<file path="src/rtl/core/sorted_key_index_search_defines.svh">
// Assertion macros for the sorted key index search block.
// Included by the top level, the one RTL file with assertions; no other dependencies.
`ifndef SORTED_KEY_INDEX_SEARCH_DEFINES_SVH
`define SORTED_KEY_INDEX_SEARCH_DEFINES_SVH

`ifndef SYNTHESIS

// Check a plain condition at every clock edge outside reset.
`define SKS_ASSERT(label, clk, rst_n, cond) \
  label: assert property (@(posedge clk) disable iff (!rst_n) (cond)) \
    else $error("sks assertion failed");

// Check that a trigger implies a consequence in the same cycle.
`define SKS_ASSERT_IMP(label, clk, rst_n, trig, cons) \
  label: assert property (@(posedge clk) disable iff (!rst_n) (trig) |-> (cons)) \
    else $error("sks implication failed");

`else

`define SKS_ASSERT(label, clk, rst_n, cond)
`define SKS_ASSERT_IMP(label, clk, rst_n, trig, cons)

`endif

`endif

</file>
<file path="src/rtl/core/sks_pkg.sv">
// Shared types, codes and helper functions for the sorted key index search block.
// No dependencies; used by the key compare, the top level and the testbench.
`default_nettype none

package sks_pkg;

  localparam int unsigned KEY_W = 64;
  localparam int unsigned LEN_W = 4;
  localparam int unsigned LOC_W = 64;

  typedef enum logic [1:0] {
    OP_APPEND = 2'd0,
    OP_CLEAR  = 2'd1,
    OP_LOOKUP = 2'd2
  } op_e;

  typedef enum logic [1:0] {
    ST_OK   = 2'd0,
    ST_MISS = 2'd1,
    ST_FULL = 2'd2
  } status_e;

  typedef enum logic [1:0] {
    CMP_LT = 2'd0,
    CMP_EQ = 2'd1,
    CMP_GT = 2'd2
  } cmp_e;

  typedef struct packed {
    op_e                       op;
    logic [KEY_W-1:0]          key_bytes;
    logic [LEN_W-1:0]          key_length;
    logic signed [LOC_W-1:0]   value_location;
  } in_t;

  typedef struct packed {
    status_e                   status;
    logic signed [LOC_W-1:0]   found_location;
    logic                      in_range;
  } out_t;

  // Keep the first n bytes of a key, first byte in the top bits.
  function automatic logic [KEY_W-1:0] keep_mask(input logic [LEN_W-1:0] n);
    logic [KEY_W-1:0] m;
    m = '0;
    for (int i = 0; i < KEY_W / 8; i++) begin
      if (LEN_W'(i) < n) begin
        m[KEY_W-1-8*i -: 8] = 8'hFF;
      end
    end
    return m;
  endfunction

endpackage

`default_nettype wire

</file>
<file path="src/rtl/core/sks_key_cmp.sv">
// Key order compare: probe key against one stored key, bytewise over the
// common length, shorter key smaller on a tie. Depends on sks_pkg.
`default_nettype none

module sks_key_cmp (
  input  logic [sks_pkg::KEY_W-1:0] probe_key_i,
  input  logic [sks_pkg::LEN_W-1:0] probe_len_i,
  input  logic [sks_pkg::KEY_W-1:0] entry_key_i,
  input  logic [sks_pkg::LEN_W-1:0] entry_len_i,
  output sks_pkg::cmp_e             order_o
);

  logic [sks_pkg::LEN_W-1:0] common_len;
  logic [sks_pkg::KEY_W-1:0] mask;
  logic [sks_pkg::KEY_W-1:0] a;
  logic [sks_pkg::KEY_W-1:0] b;

  always_comb begin
    common_len = (probe_len_i < entry_len_i) ? probe_len_i : entry_len_i;
    mask       = sks_pkg::keep_mask(common_len);
    a          = probe_key_i & mask;
    b          = entry_key_i & mask;
    // first differing byte decides, which is a plain magnitude compare
    if (a < b) begin
      order_o = sks_pkg::CMP_LT;
    end else if (a > b) begin
      order_o = sks_pkg::CMP_GT;
    end else if (probe_len_i < entry_len_i) begin
      order_o = sks_pkg::CMP_LT;
    end else if (probe_len_i > entry_len_i) begin
      order_o = sks_pkg::CMP_GT;
    end else begin
      order_o = sks_pkg::CMP_EQ;
    end
  end

endmodule

`default_nettype wire

</file>
<file path="config.mk">
export PLATFORM = sky130hd
export DESIGN_NAME = sks_key_cmp
export DESIGN_NICKNAME = d
export VERILOG_FILES = /design/src/rtl/core/sorted_key_index_search_defines.svh /design/src/rtl/core/sks_pkg.sv /design/src/rtl/core/sks_key_cmp.sv
export SDC_FILE = /design/constraint.sdc
export NUM_CORES = 1
export LEC_CHECK = 0
export ABC_AREA = 0
export BUFFER_PORTS_ARGS = -buffer_cell sky130_fd_sc_hd__buf_2
export CORE_MARGIN = 4
export CORE_UTILIZATION = 42
export DETAILED_ROUTE_END_ITERATION = 12
export PLACE_DENSITY_LB_ADDON = 0.05
export SLEW_MARGIN = 20
export SYNTH_ARGS = -nofsm -noshare
export SYNTH_HDL_FRONTEND = slang
export SYNTH_SLANG_ARGS = --single-unit
</file>
<file path="constraint.sdc">
create_clock -name vclk -period 4.5
set_input_delay 0.45 -clock vclk [all_inputs]
set_output_delay 0.45 -clock vclk [all_outputs]
set_load 0.01 [all_outputs]
</file>
==> summary.md <==
• status: complete, but fails checks
• failing checks: setup timing
• Post-Synthesis Cell Area: 2440 um2
• endpoints failing setup: 2
• Worst setup SP type: primary input
• cells traversed along the worst timing path: buf_2, inv_1, ha_1, nor2b_1, o21a_1, o21a_4, nor4_4, buf_4, o41ai_4, buf_6, and2_1, ha_1, nand4_1, nor4_2, buf_4, a2111o_1, a2111oi_2, buf_4, a21oi_1, buf_2
• area of the core: 5570 um2
• count of nets left with antenna violations after detail routing: 0
• DIE AREA: 7100 um2
• minimum period implied by the final worst setup slack: 4.52 ns
• Post-Synth XOR/XNOR Area: 0%
• footprint of the flip-flops and latches: 0 um2
• Synth top area share: 35.3%
• unrepaired setup endpoints after global routing: true
• number of sequential storage elements: 0
• Cell Count Post-Placement: 572
• number of global-route vias before repair: 2754
• mean number of vias per cell: 5.14
• Synth Area per Inst: 7.17 um2
• power density over the cells: 136 nW/um2
• initial standard-cell utilization of the core: 43.8%
• routed wirelength normalized by instance count: 11.6 um
• total count of max-transition violations in the final report: 0
• Synth area leaders: ha_1 (35%), and2_1 (10%), nand2_1 (8.4%), a21oi_1 (5.1%), nand3_1 (5.1%)
• net count after synthesis: 546
• wire length after detailed routing: 6.63 mm
• synthesis warning total: 0
• Hold/Removal Path Class: primary input to output port
• Setup crit end kind: output port
• final std cells w/o fill: 573
• startpoint-to-endpoint class of the critical path: primary input to output port
• cell taking the most area after synthesis: ha_1
• Peak VDD IR: 0.0000693 V
• fin worst setup slack: -0.0164 ns
• total vias in the final route: 2944
• clock tree buffer count of the final layout: 0
• Die W: 84.3 um
• remaining routing DRC violations: 0
• net total in the final layout: 708
• dpl hpwl: 6.01 mm
• number of antenna violations at the first check in global routing: 0
• Mapped Cells: 341
• number of buffers inserted for hold repair after clock tree synthesis: 0
• critical path's most frequent cell: buf_4
• reported max-cap violation count: 0
• adder-cell area share of the yosys netlist: 35.3%
• relative slew slack: 74.0%
• Die Height: 84.3 um
• global placement routability congestion: 0.836
• Max stage delay on crit path: 0.42 ns
• sequential element share of the synthesized area: 0%
• final cycle utilization of the critical path: 100%
• antenna cell count: 0
• area of all placed cells without fillers: 3580 um2
• first-pass GRT wire length: 11.0 mm
• count of different cell masters after synthesis: 44
• Critical Path AT: 4.07 ns
• synth cell count leaders: ha_1 (69), nand2_1 (55), and2_1 (41)
• Max Fanout on Critical Path: 15
• Cell Rows: 27
• residual overflow from global routing: 0
• largest net degree at the start of global routing: 39
• total global routing track utilization: 17.4%
• standard cell with the maximum stage delay on the critical path: a2111o_1
• Util after Layout: 64.3%
• share of post-route cells with drive strength above 1: 38.7%
• Post-Place Worst Slack: -0.119 ns
• multiplexer share of the synthesized area: 0%
• area added between synthesis and finish: 46.6%
• leakage power: 1.93 nW
• final hold violations: 0
• worst hold slack: 1.53 ns
• worst slew pin tran: 0.389 ns
• area share of and/or/nand/nor cells after synthesis: 37.3%
• Min-Delay Path Depth: 5
• 1st-pass router iterations: 4
• worst path required time: 4.05 ns
• Iter 0 DRT Violations: 101
• Port Buf Inserts: 138
• compound-gate portion of the synthesized area: 23.0%
• count of pins on the block boundary: 138
• achievable clock frequency: 221 MHz
• instance area at placement: 3500 um2
• dominant combinational cell family by area after synthesis: simple AND/OR/NAND/NOR gates
• leading cell type by number of instances after synthesis: ha_1
## cell families after synthesis
| kind of cell | after synthesis |
|---|---|
| compound gates | 79 |
| buf+inv | 24 |
| fa+ha+maj | 69 |
| simple gates | 169 |
## area by class of cell
| cell class | count | area [um2] |
|---|---|---|
| timing repair buffer | 173 | 1040 |
| fill | 521 | 1990 |
| multi-input combinational | 317 | 2410 |
| inverter | 11 | 41.3 |
| tap | 72 | 90.1 |
## metal layers
layer | part of all wire (%) | GRT usage (%) | vias up
met5 | 0 | 0 | -
met4 | 0.86 | 1.32 | 0
met3 | 7.7 | 1.77 | 6
met2 | 47 | 32.9 | 91
met1 | 44 | 21.9 | 1257
li1 | - | - | 1590
## cells in the final DEF, fill, tap and decap left out, types with 3 or more instances in the layout
cell | synthesis | layout
o21a_1 | 11 | 11
o21ai_0 | 11 | 11
nand3_1 | 25 | 25
and3_1 | 16 | 16
nand4_1 | 15 | 15
and2_1 | 41 | 41
buf_4 | 0 | 27
nand2_1 | 55 | 55
a21oi_1 | 25 | 25
buf_12 | 0 | 6
a21o_1 | 3 | 3
ha_1 | 69 | 69
buf_2 | 8 | 138
nor2b_1 | 3 | 3
nor2_1 | 4 | 3
inv_1 | 11 | 11
o21ai_1 | 7 | 6
## per-stage QoR
| stage | TNS (ns) | total power (W) |
|---|---|---|
| after floorplan | 0 | 0.000291 |
| after global placement | -0.150 | 0.000461 |
| after detailed placement | -0.212 | 0.000470 |
| after CTS | -0.0425 | 0.000485 |
| after global routing | -0.478 | 0.000556 |
| final | -0.0236 | 0.000487 |
## report_power, final
| part | switching, W | leakage, nW | internal, W |
|---|---|---|---|
| clock | 0 | 0 | 0 |
| sequential | 0 | 0 | 0 |
| combinational | 0.000234 | 1.93 | 0.000253 |
## final timing paths
kind	startpoint	endpoint	slack, ns
setup / recovery	entry_len_i[1]	order_o[1]	-0.02
hold / removal	probe_len_i[1]	order_o[0]	1.53
## worst max-delay path, delay by kind of cell
kind	cells	cell delay, ns
adders and majority gates	2	0.59
and+or+nand+nor	5	0.76
buffers and inverters	7	0.93
AOI/OAI and AO/OA	6	1.35
## repair_timing
action / 4_1_cts / 5_1_grt
pin swaps: 3 / 0
resized for setup: 10 / 5
buffers inserted: 1 / 1
gates cloned: 0 / 0
endpoints found under the hold margin: 0 / 0
setup endpoints to repair: 2 / 2
Note: power is estimated with default switching activity, not from simulation.
